File: config.mk
export PLATFORM = sky130hd
export DESIGN_NAME = ethernet_rx_ring_deframer_unit_flat
export DESIGN_NICKNAME = d
export VERILOG_FILES = /design/src/hw/rtl/erd_pkg.sv /design/src/hw/rtl/erd_req_if.sv /design/src/hw/rtl/erd_rsp_if.sv /design/src/hw/rtl/ethernet_rx_ring_deframer_unit.sv /design/src/flat_wrapper.sv
export SDC_FILE = /design/constraint.sdc
export NUM_CORES = 1
export LEC_CHECK = 0
export ABC_AREA = 1
export BUFFER_PORTS_ARGS = -buffer_cell sky130_fd_sc_hd__buf_4
export CAP_MARGIN = 5
export CORE_ASPECT_RATIO = 1.25
export CORE_MARGIN = 5
export CORE_UTILIZATION = 25
export DETAILED_ROUTE_END_ITERATION = 16
export PLACE_DENSITY = 0.42
export SETUP_SLACK_MARGIN = 0.5
export SLEW_MARGIN = 0
export SYNTH_ARGS = -nofsm -noshare
export SYNTH_HDL_FRONTEND = slang
export SYNTH_SLANG_ARGS = --single-unit
File: constraint.sdc
create_clock -name clock -period 11.56 [get_ports clock]
set_input_delay 1.156 -clock clock [delete_from_list [all_inputs] [get_ports clock]]
set_output_delay 1.156 -clock clock [all_outputs]
set_load 0.1 [all_outputs]
File: src/hw/rtl/erd_pkg.sv
`timescale 1ns / 1ps
// Shared types and constants for the receive-ring deframer.
// No dependencies; used by the channel interfaces and the top level.

package erd_pkg;

   // Ring geometry
   localparam int unsigned RING_BYTES = 9708;
   localparam int unsigned OFFSET_W   = $clog2(RING_BYTES);
   localparam int unsigned COUNT_W    = OFFSET_W + 1;   // holds a whole frame extent
   localparam int unsigned LEN_W      = 16;              // header length field
   localparam int unsigned SUM_W      = LEN_W + 1;       // offset + length + pad
   localparam int unsigned HEADER_BYTES = 4;
   localparam int unsigned FRAME_PAD    = 7;              // header/CRC rounding term

   // Word and register widths
   localparam int unsigned BYTE_W        = 8;
   localparam int unsigned FRAME_LEN_W   = 11;
   localparam int unsigned CAPR_BIAS_W   = 8;
   localparam int unsigned READ_PTR_W    = 16;
   localparam int unsigned CSR_INDEX_W   = 1;
   localparam int unsigned CSR_DATA_W    = FRAME_LEN_W;

   localparam logic [FRAME_LEN_W-1:0] MAX_FRAME_LEN_RESET = FRAME_LEN_W'(1518);
   localparam logic [CAPR_BIAS_W-1:0] CAPR_BIAS_RESET     = CAPR_BIAS_W'(16);

   // Register indexes
   localparam logic [CSR_INDEX_W-1:0] CSR_MAX_FRAME_LEN = CSR_INDEX_W'(0);
   localparam logic [CSR_INDEX_W-1:0] CSR_CAPR_BIAS     = CSR_INDEX_W'(1);

   // Header byte positions
   localparam logic [1:0] HDR_STATUS_LO = 2'd0;
   localparam logic [1:0] HDR_STATUS_HI = 2'd1;
   localparam logic [1:0] HDR_LENGTH_LO = 2'd2;
   localparam logic [1:0] HDR_LENGTH_HI = 2'd3;

   typedef enum logic [1:0] {
      KIND_PAYLOAD     = 2'd0,
      KIND_FRAME_GOOD  = 2'd1,
      KIND_FRAME_BAD   = 2'd2,
      KIND_LEN_INVALID = 2'd3
   } kind_type;

endpackage

File: src/hw/rtl/erd_req_if.sv
`timescale 1ns / 1ps
// Ring byte input channel: valid/ready handshake with one ring byte per word.
// Depends on erd_pkg.

interface erd_req_if import erd_pkg::*; ();
   logic              valid;
   logic              ready;
   logic [BYTE_W-1:0] ring_byte;

   modport source (output valid, output ring_byte, input ready);
   modport sink   (input valid, input ring_byte, output ready);
endinterface

File: src/hw/rtl/erd_rsp_if.sv
`timescale 1ns / 1ps
// Result channel: valid/ready handshake carrying one deframer result per word.
// Depends on erd_pkg.

interface erd_rsp_if import erd_pkg::*; ();
   logic                   valid;
   logic                   ready;
   kind_type               kind;
   logic [BYTE_W-1:0]      data_byte;
   logic [FRAME_LEN_W-1:0] frame_length;
   logic [READ_PTR_W-1:0]  read_pointer;

   modport source (output valid, output kind, output data_byte, output frame_length,
                   output read_pointer, input ready);
   modport sink   (input valid, input kind, input data_byte, input frame_length,
                   input read_pointer, output ready);
endinterface

File: src/hw/rtl/ethernet_rx_ring_deframer_unit.sv
`timescale 1ns / 1ps
// Receive-ring deframer: header parse, payload pass-through, frame end reporting.
// One ring byte accepted per cycle unless the result side stalls; a result is registered
// in the cycle after its byte. The result register frees in the same cycle it is taken,
// so the sustained rate is one byte per cycle unless the result side stalls.
// Synchronous active-high reset: header phase, ring offset 0, registers to defaults.

module ethernet_rx_ring_deframer_unit import erd_pkg::*; (
   input  logic                   clock,
   input  logic                   reset,
   erd_req_if.sink                req_chan,
   erd_rsp_if.source              rsp_chan,
   input  logic                   csr_write_en,
   input  logic [CSR_INDEX_W-1:0] csr_index,
   input  logic [CSR_DATA_W-1:0]  csr_wdata
);

   typedef enum logic [1:0] {
      ST_HEADER,
      ST_GOOD,
      ST_BAD,
      ST_HALT
   } state_type;

   state_type              state_ff, state_in;
   logic [COUNT_W-1:0]     count_ff, count_in;
   logic                   status_lsb_ff, status_lsb_in;
   logic [BYTE_W-1:0]      len_lo_ff, len_lo_in;
   logic [COUNT_W-1:0]     total_ff, total_in;
   logic [OFFSET_W-1:0]    newoff_ff, newoff_in;
   logic [OFFSET_W-1:0]    praw_ff, praw_in;
   logic [OFFSET_W-1:0]    offset_ff, offset_in;
   logic [FRAME_LEN_W-1:0] max_frame_len_ff, max_frame_len_in;
   logic [CAPR_BIAS_W-1:0] capr_bias_ff, capr_bias_in;

   logic                   rsp_valid_ff, rsp_valid_in;
   kind_type               rsp_kind_ff, rsp_kind_in;
   logic [BYTE_W-1:0]      rsp_data_ff, rsp_data_in;
   logic [FRAME_LEN_W-1:0] rsp_flen_ff, rsp_flen_in;
   logic [READ_PTR_W-1:0]  rsp_rptr_ff, rsp_rptr_in;

   logic                   accept;
   logic [BYTE_W-1:0]      in_byte;
   logic [LEN_W-1:0]       hdr_len;
   logic [SUM_W-1:0]       end_sum;
   logic [SUM_W-1:0]       end_al;
   logic                   len_bad;
   logic [COUNT_W-1:0]     count_next;
   logic [COUNT_W-1:0]     pidx;
   logic [LEN_W-1:0]       plen_cur;

   assign req_chan.ready = !rsp_valid_ff || rsp_chan.ready;
   assign accept         = req_chan.valid && req_chan.ready;
   assign in_byte        = req_chan.ring_byte;

   assign rsp_chan.valid        = rsp_valid_ff;
   assign rsp_chan.kind         = rsp_kind_ff;
   assign rsp_chan.data_byte    = rsp_data_ff;
   assign rsp_chan.frame_length = rsp_flen_ff;
   assign rsp_chan.read_pointer = rsp_rptr_ff;

   // Frame extent from the header: end rounds (offset + len + 7) down to 4 bytes
   assign hdr_len = {in_byte, len_lo_ff};
   assign end_sum = SUM_W'(offset_ff) + SUM_W'(hdr_len) + SUM_W'(FRAME_PAD);
   assign end_al  = {end_sum[SUM_W-1:2], 2'b00};
   assign len_bad = (hdr_len == '0) || (hdr_len > LEN_W'(RING_BYTES - HEADER_BYTES));

   assign count_next = count_ff + COUNT_W'(1);
   assign pidx       = count_ff - COUNT_W'(HEADER_BYTES);
   // Cap follows the register at once, also mid-frame
   assign plen_cur   = (LEN_W'(praw_ff) < LEN_W'(max_frame_len_ff)) ?
                       LEN_W'(praw_ff) : LEN_W'(max_frame_len_ff);

   always_comb begin
      state_in         = state_ff;
      count_in         = count_ff;
      status_lsb_in    = status_lsb_ff;
      len_lo_in        = len_lo_ff;
      total_in         = total_ff;
      newoff_in        = newoff_ff;
      praw_in          = praw_ff;
      offset_in        = offset_ff;
      max_frame_len_in = max_frame_len_ff;
      capr_bias_in     = capr_bias_ff;
      rsp_valid_in     = rsp_valid_ff && !rsp_chan.ready;
      rsp_kind_in      = rsp_kind_ff;
      rsp_data_in      = rsp_data_ff;
      rsp_flen_in      = rsp_flen_ff;
      rsp_rptr_in      = rsp_rptr_ff;

      if (csr_write_en) begin
         case (csr_index)
            CSR_MAX_FRAME_LEN: max_frame_len_in = csr_wdata[FRAME_LEN_W-1:0];
            CSR_CAPR_BIAS:     capr_bias_in     = csr_wdata[CAPR_BIAS_W-1:0];
            default: ;
         endcase
      end

      if (accept && state_ff != ST_HALT) begin
         rsp_valid_in = 1'b0;
         count_in     = count_next;
         case (state_ff)
            ST_HEADER: begin
               case (count_ff[1:0])
                  HDR_STATUS_LO: status_lsb_in = in_byte[0];
                  HDR_LENGTH_LO: len_lo_in = in_byte;
                  HDR_LENGTH_HI: begin
                     if (len_bad) begin
                        state_in     = ST_HALT;
                        rsp_valid_in = 1'b1;
                        rsp_kind_in  = KIND_LEN_INVALID;
                        rsp_data_in  = '0;
                        rsp_flen_in  = '0;
                        rsp_rptr_in  = '0;
                     end else begin
                        state_in  = status_lsb_ff ? ST_GOOD : ST_BAD;
                        total_in  = COUNT_W'(end_al - SUM_W'(offset_ff));
                        newoff_in = (end_al >= SUM_W'(RING_BYTES)) ?
                                    OFFSET_W'(end_al - SUM_W'(RING_BYTES)) :
                                    OFFSET_W'(end_al);
                        praw_in   = (hdr_len > LEN_W'(HEADER_BYTES)) ?
                                    OFFSET_W'(hdr_len - LEN_W'(HEADER_BYTES)) : '0;
                     end
                  end
                  default: ;   // status high byte carries nothing we use
               endcase
            end
            ST_GOOD, ST_BAD: begin
               if (count_next >= total_ff) begin
                  // last byte of the frame: report and move to the next header
                  state_in     = ST_HEADER;
                  count_in     = '0;
                  offset_in    = newoff_ff;
                  rsp_valid_in = 1'b1;
                  rsp_kind_in  = (state_ff == ST_GOOD) ? KIND_FRAME_GOOD : KIND_FRAME_BAD;
                  rsp_data_in  = '0;
                  rsp_flen_in  = (state_ff == ST_GOOD) ? FRAME_LEN_W'(plen_cur) : '0;
                  rsp_rptr_in  = READ_PTR_W'(newoff_ff) - READ_PTR_W'(capr_bias_ff);
               end else if (state_ff == ST_GOOD && LEN_W'(pidx) < plen_cur) begin
                  rsp_valid_in = 1'b1;
                  rsp_kind_in  = KIND_PAYLOAD;
                  rsp_data_in  = in_byte;
                  rsp_flen_in  = '0;
                  rsp_rptr_in  = '0;
               end
            end
            default: ;
         endcase
      end else if (accept) begin
         rsp_valid_in = 1'b0;   // halted: bytes are dropped
      end
   end

   always_ff @(posedge clock) begin
      if (reset) begin
         state_ff         <= ST_HEADER;
         count_ff         <= '0;
         offset_ff        <= '0;
         max_frame_len_ff <= MAX_FRAME_LEN_RESET;
         capr_bias_ff     <= CAPR_BIAS_RESET;
         rsp_valid_ff     <= 1'b0;
      end else begin
         state_ff         <= state_in;
         count_ff         <= count_in;
         offset_ff        <= offset_in;
         max_frame_len_ff <= max_frame_len_in;
         capr_bias_ff     <= capr_bias_in;
         rsp_valid_ff     <= rsp_valid_in;
      end
      status_lsb_ff <= status_lsb_in;
      len_lo_ff     <= len_lo_in;
      total_ff      <= total_in;
      newoff_ff     <= newoff_in;
      praw_ff       <= praw_in;
      rsp_kind_ff   <= rsp_kind_in;
      rsp_data_ff   <= rsp_data_in;
      rsp_flen_ff   <= rsp_flen_in;
      rsp_rptr_ff   <= rsp_rptr_in;
   end

   // Once halted, accepted bytes never produce a result
   a_halt_silent: assert property (@(posedge clock) disable iff (reset)
      (accept && state_ff == ST_HALT) |=> !rsp_valid_ff)
      else $error("result produced while halted");

   // Frame byte count stays inside the frame extent
   a_count_in_frame: assert property (@(posedge clock) disable iff (reset)
      (state_ff == ST_GOOD || state_ff == ST_BAD) |-> (count_ff < total_ff))
      else $error("frame byte count ran past frame end");

   // A frame-done result is only visible while parsing the next header
   a_done_in_header: assert property (@(posedge clock) disable iff (reset)
      (rsp_valid_ff && (rsp_kind_ff == KIND_FRAME_GOOD || rsp_kind_ff == KIND_FRAME_BAD))
      |-> (state_ff == ST_HEADER))
      else $error("frame end reported outside header phase");

endmodule

File: src/flat_wrapper.sv
// flat-port wrapper written by rule: the top's interface ports become plain ports
module ethernet_rx_ring_deframer_unit_flat import erd_pkg::*;
  (clock, reset, csr_write_en, csr_index, csr_wdata, req_chan_valid, req_chan_ring_byte, req_chan_ready, rsp_chan_valid, rsp_chan_kind, rsp_chan_data_byte, rsp_chan_frame_length, rsp_chan_read_pointer, rsp_chan_ready);
  erd_req_if req_chan_i ();
  erd_rsp_if rsp_chan_i ();
  input  logic clock;
  input  logic reset;
  input  logic csr_write_en;
  input  logic [CSR_INDEX_W-1:0] csr_index;
  input  logic [CSR_DATA_W-1:0] csr_wdata;
  input wire logic [$bits(req_chan_i.valid)-1:0] req_chan_valid;
  input wire logic [$bits(req_chan_i.ring_byte)-1:0] req_chan_ring_byte;
  output wire logic [$bits(req_chan_i.ready)-1:0] req_chan_ready;
  output wire logic [$bits(rsp_chan_i.valid)-1:0] rsp_chan_valid;
  output wire logic [$bits(rsp_chan_i.kind)-1:0] rsp_chan_kind;
  output wire logic [$bits(rsp_chan_i.data_byte)-1:0] rsp_chan_data_byte;
  output wire logic [$bits(rsp_chan_i.frame_length)-1:0] rsp_chan_frame_length;
  output wire logic [$bits(rsp_chan_i.read_pointer)-1:0] rsp_chan_read_pointer;
  input wire logic [$bits(rsp_chan_i.ready)-1:0] rsp_chan_ready;
  assign req_chan_i.valid = req_chan_valid;
  assign req_chan_i.ring_byte = req_chan_ring_byte;
  assign req_chan_ready = req_chan_i.ready;
  assign rsp_chan_valid = rsp_chan_i.valid;
  assign rsp_chan_kind = rsp_chan_i.kind;
  assign rsp_chan_data_byte = rsp_chan_i.data_byte;
  assign rsp_chan_frame_length = rsp_chan_i.frame_length;
  assign rsp_chan_read_pointer = rsp_chan_i.read_pointer;
  assign rsp_chan_i.ready = rsp_chan_ready;
  ethernet_rx_ring_deframer_unit u_core (.clock(clock), .reset(reset), .req_chan(req_chan_i), .rsp_chan(rsp_chan_i), .csr_write_en(csr_write_en), .csr_index(csr_index), .csr_wdata(csr_wdata));
endmodule
==> summary.txt, run 1 <==
Clock network
  • CTS tree: built
  • Post-CTS Setup Bufs: 0
  • H-tree levels: 4
  • Buffers from clock root to sink, at most: 2
  • Clock transition at the registers of the reported paths: 60 ps
  • Number of gates resized after cts: 0
  • Num CTS Buffers: 17
  • Number of sinks on the clock net: 133
  • Skew-Pair Late Insertion Delay: 440 ps
  • Number of buffers added to fix hold violations after cts: 0
  • Cell chosen for the clock root: sky130_fd_sc_hd__clkbuf_16

Timing
  • Worst-Margin Slew: 823.8 ps
  • Shortest clock period the worst path allows after layout: 4456 ps
  • Slew Viols, Final: 0
  • Remaining max-slew budget at the tightest pin: 44.95%
  • Final Hold Violating Endpoints: 0
  • Post-Route Setup TNS: 0 ps
  • Share of the clock period used by the worst path: 38.55%
  • Max Freq: 224.4 MHz
  • Setup-violating endpoint count in the final report: 0
  • Final setup skew: 12.18 ps
  • Unrepaired setup endpoints after global routing: false

Power
  • Power density over cell area: 123.7 nW/um2
  • Worst supply voltage drop on vdd: 0.1072 mV
  • Total leakage power: 4.631 nW

Final layout
  • Footprint of the multi-input gates: 4558 um2
  • Final core utilization: 30.00%
  • Nets@finish: 1245
  • Fraction of final layout cells with drive strength greater than 1: 12.04%
  • Fill cell instance count of the final layout: 3744
  • Diodes inserted: 0
  • Area taken by flip-flops and latches: 3503 um2
  • Area overhead of the layout relative to synthesis: 18.34%

Die
  • Starting Density: 25.35%
  • Core box area: 34610 um2
  • Total die area: 38970 um2
  • Number of core rows: 76
  • Io pins: 64
  • DIE WIDTH: 177.6 um
  • Vert. Die Dim: 219.5 um

Setup path
  • Reg-to-Reg End: u_core.count_ff[8]
  • Depth of the worst register-to-register path: 19
  • Critical-path maximum fanout: 17
  • Required time of the critical path: 11920 ps
  • Kind of capture point of the worst setup path: flip-flop
  • R2R Path Start: u_core.count_ff[1]
  • Class of the most critical setup path: flip-flop to flip-flop
  • Worst setup slack for register-to-register paths: 7100 ps
  • CP startpoint kind: flip-flop
  • Arrival @ worst endpoint: 4820 ps

Logic synthesis
  • Post-synth ARST share: 0%
  • Count of unique library cells instantiated by Yosys: 48
  • Count of flip-flops with a built-in enable after synthesis: 84
  • Fraction of post-synthesis cell area in the top cell type by area: 28.74%
  • Synth Area per Inst: 8.271 um2
  • Cell type contributing the most total cell area after synthesis: sky130_fd_sc_hd__edfxtp_1
  • Count of warnings emitted by yosys: 0
  • Commonest register cell after synthesis: sky130_fd_sc_hd__edfxtp_1
  • Netlist area before placement: 8776 um2
  • Top cells by area in the synthesized netlist: sky130_fd_sc_hd__edfxtp_1 29%, sky130_fd_sc_hd__ha_1 13%, sky130_fd_sc_hd__dfxtp_1 11%
  • Syn Inst Count: 1061
  • Part of the Yosys area used for sequential elements: 39.92%
  • Synthesized flop and latch total: 133

Detailed routing
  • TritonRoute pass-1 iters: 4
  • Antenna Nets Post-Route: 0
  • Final routed DRC violation total: 0
  • Post-detailed-route via-to-cell ratio: 4.270
  • DRT iter0 DRCs: 313
  • Total length of routed wires: 24280 um
  • Average wire per standard cell: 15.12 um
  • Total number of vias: 6857

Placed design
  • Detailed placement HPWL: 19460 um
  • Last weighted congestion value of the routability-driven placer: 0.7805
  • Count of port buffers added during placement: 63

Global routing
  • Vias in the first global route: 6894
  • Overall routing resource usage: 12.91%
  • Maximum number of pins on one net before global-route repair: 40
  • Antenna violations before repair: 0
  • GRT Residual Overflow: 0
  • First-pass GRT wire length: 38350 um

Worst hold path
  • Hold-critical path endpoint: u_core.count_ff[8]
  • Source of the worst hold timing path: u_core.count_ff[8]
  • Hold crit path type: flip-flop to flip-flop
  • Hold Path Depth: 2

Status
  • Outcome: complete, no violations

Job
  • Number of maximum-capacitance violations: 0
## synth_stat cells, drive strengths merged (3+ instances only)
cell type / count
buf: 7
nor4: 4
ha: 93
xnor2: 15
o21ai: 55
o211ai: 10
nand2: 220
a21o: 4
a21oi: 96
edfxtp: 84
inv: 166
or2: 3
nand4: 24
xor2: 47
a211oi: 3
nor3: 14
clkbuf: 17
nand3: 41
nor2: 90
dfxtp: 49
## layout by cell type (no fill, tap or decap), types with 12 or more instances in the layout
master,n
sky130_fd_sc_hd__inv_1,164
sky130_fd_sc_hd__clkbuf_16,17
sky130_fd_sc_hd__xor2_1,43
sky130_fd_sc_hd__edfxtp_1,84
sky130_fd_sc_hd__nand3_1,37
sky130_fd_sc_hd__nand2_1,207
sky130_fd_sc_hd__nand4_1,24
sky130_fd_sc_hd__nand2_2,12
sky130_fd_sc_hd__nor2_1,86
sky130_fd_sc_hd__a21oi_1,92
sky130_fd_sc_hd__ha_1,93
sky130_fd_sc_hd__o21ai_0,52
sky130_fd_sc_hd__xnor2_1,14
sky130_fd_sc_hd__buf_4,67
sky130_fd_sc_hd__dfxtp_1,49
## layout make-up
cell class,instances,area share (%)
clock inverters,15,1.723
inverters,168,6.072
multi-input cells,738,43.89
repair buffers,67,4.843
flip-flops and latches,133,33.73
well taps,468,5.639
clock buffers,17,4.096
## per-stage QoR
step / std cells / cell area [um2] / hold slack [ps] / power (mW) / worst slack (ps)
finish: 1606 / 10390 / 480.6 / 1.284 / 7104
global route: 1606 / 10390 / 512.5 / 1.342 / 6458
CTS: 1606 / 10390 / 480.2 / 1.306 / 7051
detailed placement: 1574 / 9781 / 471.2 / 0.7351 / 6887
global placement: 1574 / 9781 / 469.9 / 0.7351 / 6960
floorplan: 1063 / 8783 / 435.3 / 0.6775 / 6815
## state kept, by name, summed over array words and instances (netlist names), 2 cells and up
signal	cells
u_core.praw_ff	14
u_core.rsp_chan.frame_length	11
u_core.max_frame_len_ff	11
u_core.state_ff	2
u_core.rsp_chan.data_byte	8
u_core.newoff_ff	12
u_core.total_ff	13
u_core.rsp_chan.kind	2
u_core.rsp_chan.read_pointer	15
u_core.offset_ff	12
u_core.capr_bias_ff	8
u_core.len_lo_ff	8
u_core.count_ff	15
## critical path: stages (launching register included)
cell	delay (ps)
sky130_fd_sc_hd__dfxtp_1	410
sky130_fd_sc_hd__ha_1	350
sky130_fd_sc_hd__nand3_1	140
sky130_fd_sc_hd__nor2_1	180
sky130_fd_sc_hd__nand3_1	140
sky130_fd_sc_hd__nor2_1	110
sky130_fd_sc_hd__nand2_1	80
sky130_fd_sc_hd__nor2_1	140
sky130_fd_sc_hd__nand4_1	110
sky130_fd_sc_hd__xnor2_1	250
sky130_fd_sc_hd__ha_1	310
sky130_fd_sc_hd__nand2_1	90
sky130_fd_sc_hd__nor2_1	60
sky130_fd_sc_hd__a2111oi_0	380
sky130_fd_sc_hd__nand3_1	180
sky130_fd_sc_hd__nand2_1	540
sky130_fd_sc_hd__inv_1	150
sky130_fd_sc_hd__nor2_2	490
sky130_fd_sc_hd__nand2_1	110
sky130_fd_sc_hd__a21oi_1	140
## report_power, final
group	internal, mW	switching [mW]	total (mW)
clock	0.340	0.223	0.563
combinational	0.0542	0.140	0.194
sequential	0.522	0.00544	0.527
total	0.916	0.368	1.28
## worst max-delay path by stage
stage / cells after the start / from / endpoint
5_1_grt: 19 / u_core.count_ff[1] / u_core.count_ff[13]
4_1_cts: 19 / u_core.count_ff[1] / u_core.count_ff[8]
3_5_place_dp: 16 / req_chan_ring_byte[0] / u_core.total_ff[14]
2_1_floorplan: 17 / u_core.count_ff[1] / u_core.rsp_chan.data_byte[0]
6_report: 19 / u_core.count_ff[1] / u_core.count_ff[8]
3_3_place_gp: 16 / req_chan_ring_byte[0] / u_core.total_ff[14]
## logic make-up (layout without fill, tap and decap cells)
logic type	after synthesis	in the layout	synth area share (%)
xor gates and xnor gates	62	62	6.744
DFF	133	133	39.92
and+or+nand+nor	401	401	19.93
buffers and inverters	192	267	8.440
other	1	3	0.04273
adders and majority gates	95	95	13.72
AOI/OAI and AO/OA	177	177	11.21
## routing by layer
layer	wire, um	vias to the layer above	GRT usage [%]
met3	651	29	2.231
met2	12840	75	24.22
met4	517	0	4.204
met1	10260	3115	14.73
li1	-	3638	-
met5	0	-	0
No activity file was read; power rests on OpenSTA's default activity.
==> run 2, diff against run 1 <==
--- a/config.mk
+++ b/config.mk
@@ -5,14 +5,14 @@
 export SDC_FILE = /design/constraint.sdc
 export NUM_CORES = 1
 export LEC_CHECK = 0
-export ABC_AREA = 1
+export ABC_AREA = 0
 export BUFFER_PORTS_ARGS = -buffer_cell sky130_fd_sc_hd__buf_4
 export CAP_MARGIN = 5
 export CORE_ASPECT_RATIO = 1.25
 export CORE_MARGIN = 5
 export CORE_UTILIZATION = 25
 export DETAILED_ROUTE_END_ITERATION = 16
-export PLACE_DENSITY = 0.42
+export PLACE_DENSITY = 0.43
 export SETUP_SLACK_MARGIN = 0.5
 export SLEW_MARGIN = 0
 export SYNTH_ARGS = -nofsm -noshare
==> constraint.sdc (replaced) <==
create_clock -name clock -period 3.9 [get_ports clock]
set_input_delay 0.39 -clock clock [delete_from_list [all_inputs] [get_ports clock]]
set_output_delay 0.39 -clock clock [all_outputs]
set_load 0.1 [all_outputs]
==> run 2 against run 1 <==
Net effect: the flow now finishes with violations (negative setup slack); flip-flop and latch count unchanged; setup slack got worse by 7200 ps; sequential share of layout area shrank 5.1 points; clock power rose to 2.8 times the previous value; global-route usage rose by 0.48 points; via count grew 0.19%; final area is 18% higher; first-iteration DRC count shrank 23%; fmax up 13%; final cell count decreased by 6.2%.
==> summary.txt, run 2 <==
Status
  • Outcome: finished, violations left
  • Failing checks: negative setup slack

Timing
  • Worst-Margin Slew: 655.5 ps
  • Unrepaired setup endpoints after global routing: true
  • Worst path setup slack after routing: -56.54 ps
  • Final setup skew: 7.596 ps
  • Shortest clock period the worst path allows after layout: 3957 ps
  • Share of the clock period used by the worst path: 101.4%
  • Remaining max-slew budget at the tightest pin: 56.17%
  • Max Freq: 252.7 MHz
  • Setup-violating endpoint count in the final report: 36
  • Final Hold Violating Endpoints: 0
  • Slew Viols, Final: 0

Power
  • Clock power frac: 39.7%
  • Total leakage power: 5.044 nW
  • Internal: 2.778 mW
  • Post-route total power: 3.969 mW
  • Net switching power: 1.191 mW
  • Combinational cell fraction of total power: 20.7%
  • Worst supply voltage drop on vdd: 0.2953 mV
  • Power density over cell area: 322.8 nW/um2
  • Proportion of power drawn by flip-flops and latches: 39.6%
  • Switching Share: 30.00%

Worst hold path
  • Hold Path Depth: 2
  • Hold-critical path endpoint: u_core.max_frame_len_ff[8]
  • Hold crit path type: input pin to flip-flop
  • Source of the worst hold timing path: csr_wdata[8]

Setup path
  • Cell type of the slowest stage on the worst timing path: sky130_fd_sc_hd__edfxtp_1
  • R2R Path Start: u_core.praw_ff[10]
  • Reg-to-Reg End: u_core.rsp_chan.data_byte[5]
  • Depth of the worst register-to-register path: 19
  • Required time of the critical path: 4050 ps
  • Arrival @ worst endpoint: 4110 ps
  • Worst setup slack for register-to-register paths: -60 ps
  • Class of the most critical setup path: flip-flop to flip-flop
  • Critical path, cell by cell: ha_4, nand3_2, nor2_4, nand3_1, o21a_1, nand2_4, mux2i_4, ha_4, a21o_1, a21o_1, a21o_1, a21o_1, a211oi_2, nand2_1, o21ai_2, nor3_2, a211oi_4, buf_12, clkbuf_16
  • CP bufs+invs: 2
  • Kind of cell adding the most delay to the critical path: compound AO/OA/AOI/OAI gates
  • Kind of capture point of the worst setup path: flip-flop
  • First element of the critical path: u_core.praw_ff[10]
  • Critical Path Most Common Cell: sky130_fd_sc_hd__a21o_1
  • CP startpoint kind: flip-flop
  • Critical Path Max Stage Delay: 430 ps
  • Critical-path maximum fanout: 6

Global routing
  • Antenna violations before repair: 0
  • Maximum number of pins on one net before global-route repair: 43
  • First-pass GRT wire length: 39130 um
  • Global-route track usage on met2: 23.61%
  • Overall routing resource usage: 13.39%
  • GRT Residual Overflow: 0
  • Grt met3 use: 2.187%
  • Global routing usage on met1: 15.66%
  • Vias in the first global route: 7147
  • Most used routing layer: met2

Logic synthesis
  • Count of warnings emitted by yosys: 0
  • Count of unique library cells instantiated by Yosys: 76
  • Top cells by area in the synthesized netlist: sky130_fd_sc_hd__edfxtp_1 29%, sky130_fd_sc_hd__ha_1 14%, sky130_fd_sc_hd__dfxtp_1 11%
  • Most frequently used cell type in the post-synthesis netlist: sky130_fd_sc_hd__nor2_1
  • Top cell types by occurrence after synthesis: 101 x sky130_fd_sc_hd__nor2_1, 93 x sky130_fd_sc_hd__ha_1, 84 x sky130_fd_sc_hd__edfxtp_1
  • Synth Area per Inst: 9.699 um2
  • Syn Inst Count: 882
  • Fraction of post-synthesis cell area in the top cell type by area: 29.49%
  • Synthesized flop and latch total: 133
  • Count of flip-flops with a built-in enable after synthesis: 84
  • Cell type contributing the most total cell area after synthesis: sky130_fd_sc_hd__edfxtp_1
  • Commonest register cell after synthesis: sky130_fd_sc_hd__edfxtp_1
  • Part of the Yosys area used for sequential elements: 40.95%
  • Netlist area before placement: 8554 um2
  • Post-synth ARST share: 0%

Clock network
  • Number of sinks on the clock net: 133
  • Skew-Pair Late Insertion Delay: 430 ps
  • Buffers from clock root to sink, at most: 2
  • H-tree levels: 4
  • Cell chosen for the clock root: sky130_fd_sc_hd__clkbuf_16
  • Clock transition at the registers of the reported paths: 60 ps
  • CTS tree: built
  • Num CTS Buffers: 17

Final layout
  • Diodes inserted: 0
  • Area taken by flip-flops and latches: 3521 um2
  • Nets@finish: 1191
  • Footprint of the multi-input gates: 5593 um2
  • Commonest cells after routing, fill and taps aside: 166 x sky130_fd_sc_hd__buf_4, 93 x sky130_fd_sc_hd__nor2_1, 84 x sky130_fd_sc_hd__edfxtp_1
  • Fraction of final layout cells with drive strength greater than 1: 34.04%
  • Final Non-Filler Cells: 1507
  • Fill cell instance count of the final layout: 3317
  • Final core utilization: 36.50%
  • Most frequent standard cell in the layout excluding fill and tap cells: sky130_fd_sc_hd__buf_4
  • Area overhead of the layout relative to synthesis: 43.73%

Detailed routing
  • Post-detailed-route via-to-cell ratio: 4.559
  • Total number of vias: 6870
  • DRT iter0 DRCs: 242
  • Antenna Nets Post-Route: 0
  • TritonRoute pass-1 iters: 4
  • Final routed DRC violation total: 0
  • Total length of routed wires: 25630 um
  • Average wire per standard cell: 17.01 um

Placed design
  • Last weighted congestion value of the routability-driven placer: 0.7860
  • Count of port buffers added during placement: 63
  • Post-Place Setup Slack: -190.9 ps
  • Number of instances in the placed design: 1427
  • Detailed placement HPWL: 19300 um

Die
  • Number of core rows: 75
  • Core box area: 33690 um2
  • Starting Density: 25.39%
  • DIE WIDTH: 175.5 um
  • Io pins: 64
  • Total die area: 38040 um2
  • Vert. Die Dim: 216.8 um

Job
  • Number of maximum-capacitance violations: 0
run 2: cell types whose count changed after synthesis, moves of 18 or more:
cell	previous run	this run
sky130_fd_sc_hd__nand2_1	207	54
sky130_fd_sc_hd__mux2i_1	0	23
sky130_fd_sc_hd__inv_1	164	75
sky130_fd_sc_hd__a21oi_1	93	47
sky130_fd_sc_hd__xnor2_1	14	32
sky130_fd_sc_hd__o21ai_0	52	25
run 2: worst reg2reg max path: cells and delay by family, from the launching register on:
family,cells,cell delay (ps)
compound gates,8,1470
simple gates,6,590
fa+ha+maj,2,530
flops,1,430
buf+inv,2,370
mux,1,280
run 2: power by group through the flow:
stage	combinational (mW)	clock, mW	sequential [mW]
finish	0.821	1.58	1.57
detailed placement	0.718	0	1.60
CTS	0.768	1.63	1.57
global placement	0.717	0	1.60
floorplan	0.324	0	1.75
global route	0.891	1.68	1.58
run 2: cells by family after synthesis:
| kind of cell | synth area share [%] |
|---|---|
| buffers and inverters | 4.900 |
| other | 0.04384 |
| AND/OR/NAND/NOR | 16.73 |
| multiplexers | 2.867 |
| XOR/XNOR | 7.138 |
| AO/OA/AOI/OAI | 13.30 |
| flip-flops | 40.95 |
| adder cells (fa/ha/maj) | 14.07 |
run 2: repair_timing:
| action | in CTS | in global routing |
|---|---|---|
| hold buffers | 0 | 0 |
| pin swaps | 35 | 64 |
| gates resized for setup | 67 | 100 |
| buffers inserted | 16 | 24 |
| cloned | 3 | 5 |
| endpoints found under the setup margin | 116 | 118 |
run 2: cell type report:
cell class,count,area share [%]
clock inverter,13,0.8751
clock buffer,19,3.867
multi-input combinational,645,45.49
inverter,75,2.290
tap,423,4.304
timing repair buffer,199,14.54
sequential,133,28.64
run 2: worst max-delay path by stage:
stage	endpoint	depth (start not counted)
2_1_floorplan	u_core.rsp_chan.data_byte[0]	17
3_3_place_gp	u_core.rsp_chan.read_pointer[11]	18
3_5_place_dp	u_core.rsp_chan.read_pointer[11]	18
4_1_cts	u_core.rsp_chan.read_pointer[13]	19
5_1_grt	u_core.rsp_chan.frame_length[8]	19
6_report	u_core.rsp_chan.data_byte[5]	19
run 2: routing by layer:
metal,wire [um],share of wire [%]
met1,10800,42
met2,13340,52
met3,518,2.0
met4,977,3.8
met5,0,0
run 2: through the flow:
step | area (um2) | setup TNS, ps | hold WS [ps]
CTS | 11430 | -2666 | 130.4
detailed placement | 10350 | -4858 | 450.5
global route | 12300 | -11820 | 146.6
floorplan | 8773 | -17680 | 435.4
global placement | 10350 | -1750 | 447.4
finish | 12300 | -1294 | 163.6
==> run 3, diff against run 2 <==
--- a/config.mk
+++ b/config.mk
@@ -5,7 +5,7 @@
 export SDC_FILE = /design/constraint.sdc
 export NUM_CORES = 1
 export LEC_CHECK = 0
-export ABC_AREA = 0
+export ABC_AREA = 1
 export BUFFER_PORTS_ARGS = -buffer_cell sky130_fd_sc_hd__buf_4
 export CAP_MARGIN = 5
 export CORE_ASPECT_RATIO = 1.25
==> run 3 against run 2 <==
Net effect: the flow now finishes without violations; total power fell by 1.1%; die area grew 2.5%; sequential share of layout area is 0.21 points higher; non-clock buffer count fell by 37; highest routed layer unchanged; combinational power shrank 13%; first-iteration DRC count grew 51%; fmax up 12%; global-route usage rose by 0.30 points; count of clock-buffer cells in the layout unchanged; final cell count up 13%; critical path depth is 5 higher; clock power rose by 4%.
==> summary.txt, run 3 (synthesis gave the netlist of run 1 again) <==
Timing
  • Hold WS: 173.3 ps
  • Unrepaired setup endpoints after global routing: true
  • Worst-Margin Slew: 1091 ps
  • Shortest clock period the worst path allows after layout: 3544 ps
  • Remaining max-slew budget at the tightest pin: 27.16%
  • Share of the clock period used by the worst path: 90.87%
  • Final Hold Violating Endpoints: 0
  • Final setup skew: 10.40 ps
  • Max Freq: 282.2 MHz
  • Slew Viols, Final: 0
  • Post-Route Setup TNS: 0 ps
  • Setup-violating endpoint count in the final report: 0

Clock network
  • H-tree levels: 4
  • CTS tree: built
  • Cell chosen for the clock root: sky130_fd_sc_hd__clkbuf_16
  • Number of sinks on the clock net: 133
  • Skew-Pair Late Insertion Delay: 440 ps
  • Num CTS Buffers: 17
  • Buffers from clock root to sink, at most: 2
  • Clock transition at the registers of the reported paths: 70 ps
  • Number of buffers added to fix hold violations after cts: 0

Placed design
  • Last weighted congestion value of the routability-driven placer: 0.8350
  • Count of port buffers added during placement: 63
  • Detailed placement HPWL: 19910 um

Worst hold path
  • Hold crit path type: input pin to flip-flop

Job
  • Number of maximum-capacitance violations: 0

Global routing
  • First-pass GRT wire length: 41110 um
  • Overall routing resource usage: 13.68%
  • Antenna violations before repair: 0
  • Maximum number of pins on one net before global-route repair: 40
  • Vias in the first global route: 7503
  • GRT Residual Overflow: 0

Final layout
  • Fill cell instance count of the final layout: 3574
  • Footprint of the multi-input gates: 5400 um2
  • Diodes inserted: 0
  • Most frequent standard cell in the layout excluding fill and tap cells: sky130_fd_sc_hd__nand2_1
  • Commonest cells after routing, fill and taps aside: 188 x sky130_fd_sc_hd__nand2_1, 151 x sky130_fd_sc_hd__inv_1, 140 x sky130_fd_sc_hd__buf_4
  • Fraction of final layout cells with drive strength greater than 1: 28.87%
  • Area taken by flip-flops and latches: 3512 um2
  • Nets@finish: 1340
  • Area overhead of the layout relative to synthesis: 38.75%

Detailed routing
  • Antenna Nets Post-Route: 0
  • DRT iter0 DRCs: 366
  • TritonRoute pass-1 iters: 4
  • Total length of routed wires: 26650 um
  • Final routed DRC violation total: 0
  • Total number of vias: 7397
  • Average wire per standard cell: 15.66 um
  • Post-detailed-route via-to-cell ratio: 4.349

Power
  • Combinational cell fraction of total power: 18.2%
  • Switching Share: 30.67%
  • Net switching power: 1.204 mW
  • Worst supply voltage drop on vdd: 0.3071 mV
  • Proportion of power drawn by flip-flops and latches: 39.8%
  • Power density over cell area: 322.3 nW/um2
  • Internal: 2.721 mW
  • Clock power frac: 42.0%
  • Total leakage power: 5.381 nW

Die
  • Io pins: 64
  • DIE WIDTH: 177.6 um
  • Vert. Die Dim: 219.5 um
  • Total die area: 38970 um2
  • Number of core rows: 76
  • Core box area: 34610 um2
  • Starting Density: 25.35%

Setup path
  • Critical-path maximum fanout: 8
  • CP startpoint kind: flip-flop
  • Required time of the critical path: 4050 ps
  • Class of the most critical setup path: flip-flop to flip-flop
  • Arrival @ worst endpoint: 3690 ps
  • Kind of capture point of the worst setup path: flip-flop

Status
  • Outcome: complete, no violations
==> run 3: cell count changes in the layout (fill, tap and decap cells not counted), moves of 25 or more <==
cell | before | now
sky130_fd_sc_hd__nand2_1 | 51 | 188
sky130_fd_sc_hd__inv_1 | 72 | 151
sky130_fd_sc_hd__a21oi_1 | 38 | 73
sky130_fd_sc_hd__buf_4 | 166 | 140
sky130_fd_sc_hd__o21ai_0 | 20 | 45
==> run 3: path summary, 6_finish.rpt <==
| check | slack, ps | to | cells after the start | from |
|---|---|---|---|---|
| hold reg to reg | 480 | u_core.max_frame_len_ff[0] | 2 | u_core.max_frame_len_ff[0] |
| setup / recovery | 360 | u_core.rsp_chan.kind[0] | 24 | u_core.count_ff[1] |
| setup reg to reg | 360 | u_core.rsp_chan.kind[0] | 24 | u_core.count_ff[1] |
| hold / removal | 170 | u_core.max_frame_len_ff[10] | 3 | csr_wdata[10] |
==> run 3: area by class of cell <==
class                           count  area share [%]
Clock inverter                     13           1.048
Clock buffer                       19           3.905
Timing Repair Buffer              162           11.82
Multi-Input combinational cell    738           44.35
Sequential cell                   133           28.84
Inverter                          168           5.230
Tap cell                          468           4.809
==> run 3: timing repair <==
| action | CTS | global route |
|---|---|---|
| pin swaps | 20 | 50 |
| endpoints found under the setup margin | 106 | 111 |
| setup buffers | 28 | 17 |
| cloned | 4 | 1 |
| resized for setup | 94 | 86 |
==> run 3: metal layers <==
layer / vias to the layer above / track usage (%) / wire length [um]
met1: 3457 / 15.06 / 10760
li1: 3824 / - / -
met5: - / 0 / 0
met4: 0 / 5.855 / 900
met3: 31 / 2.299 / 601
met2: 85 / 25.70 / 14380
==> run 3: critical path, cell delays in order (launching register included) <==
cell	delay, ps
sky130_fd_sc_hd__dfxtp_4	380
sky130_fd_sc_hd__inv_4	40
sky130_fd_sc_hd__nor3_4	200
sky130_fd_sc_hd__nand2_1	90
sky130_fd_sc_hd__nor2_2	150
sky130_fd_sc_hd__buf_4	130
sky130_fd_sc_hd__buf_4	100
sky130_fd_sc_hd__buf_6	80
sky130_fd_sc_hd__buf_4	90
sky130_fd_sc_hd__buf_4	90
sky130_fd_sc_hd__buf_4	90
sky130_fd_sc_hd__buf_4	80
sky130_fd_sc_hd__buf_4	90
sky130_fd_sc_hd__xor2_1	170
sky130_fd_sc_hd__inv_2	80
sky130_fd_sc_hd__ha_4	270
sky130_fd_sc_hd__nand2_1	60
sky130_fd_sc_hd__o221ai_2	190
sky130_fd_sc_hd__nand3_1	100
sky130_fd_sc_hd__nand3_2	90
sky130_fd_sc_hd__buf_6	130
sky130_fd_sc_hd__nor2_4	50
sky130_fd_sc_hd__a21oi_4	180
sky130_fd_sc_hd__buf_6	150
sky130_fd_sc_hd__clkbuf_16	150
==> run 3: power by group through the flow <==
stage | Clock [mW] | Combinational (mW) | Sequential [mW]
detailed placement | 0 | 0.622 | 1.59
floorplan | 0 | 0.294 | 1.72
CTS | 1.70 | 0.687 | 1.56
finish | 1.65 | 0.716 | 1.56
global placement | 0 | 0.620 | 1.59
global route | 1.75 | 0.785 | 1.57
==> run 3: through the flow <==
step	power (mW)	instances	cell area [um2]	setup slack (ps)	utilization [%]
floorplan	2.012	1063	8827	501.9	-
global placement	2.213	1619	10200	122.9	29.47
detailed placement	2.216	1619	10200	60.28	29.47
CTS	3.945	1683	11570	404.7	33.43
global route	4.098	1701	12180	183.2	35.18
finish	3.925	1701	12180	356.0	35.18
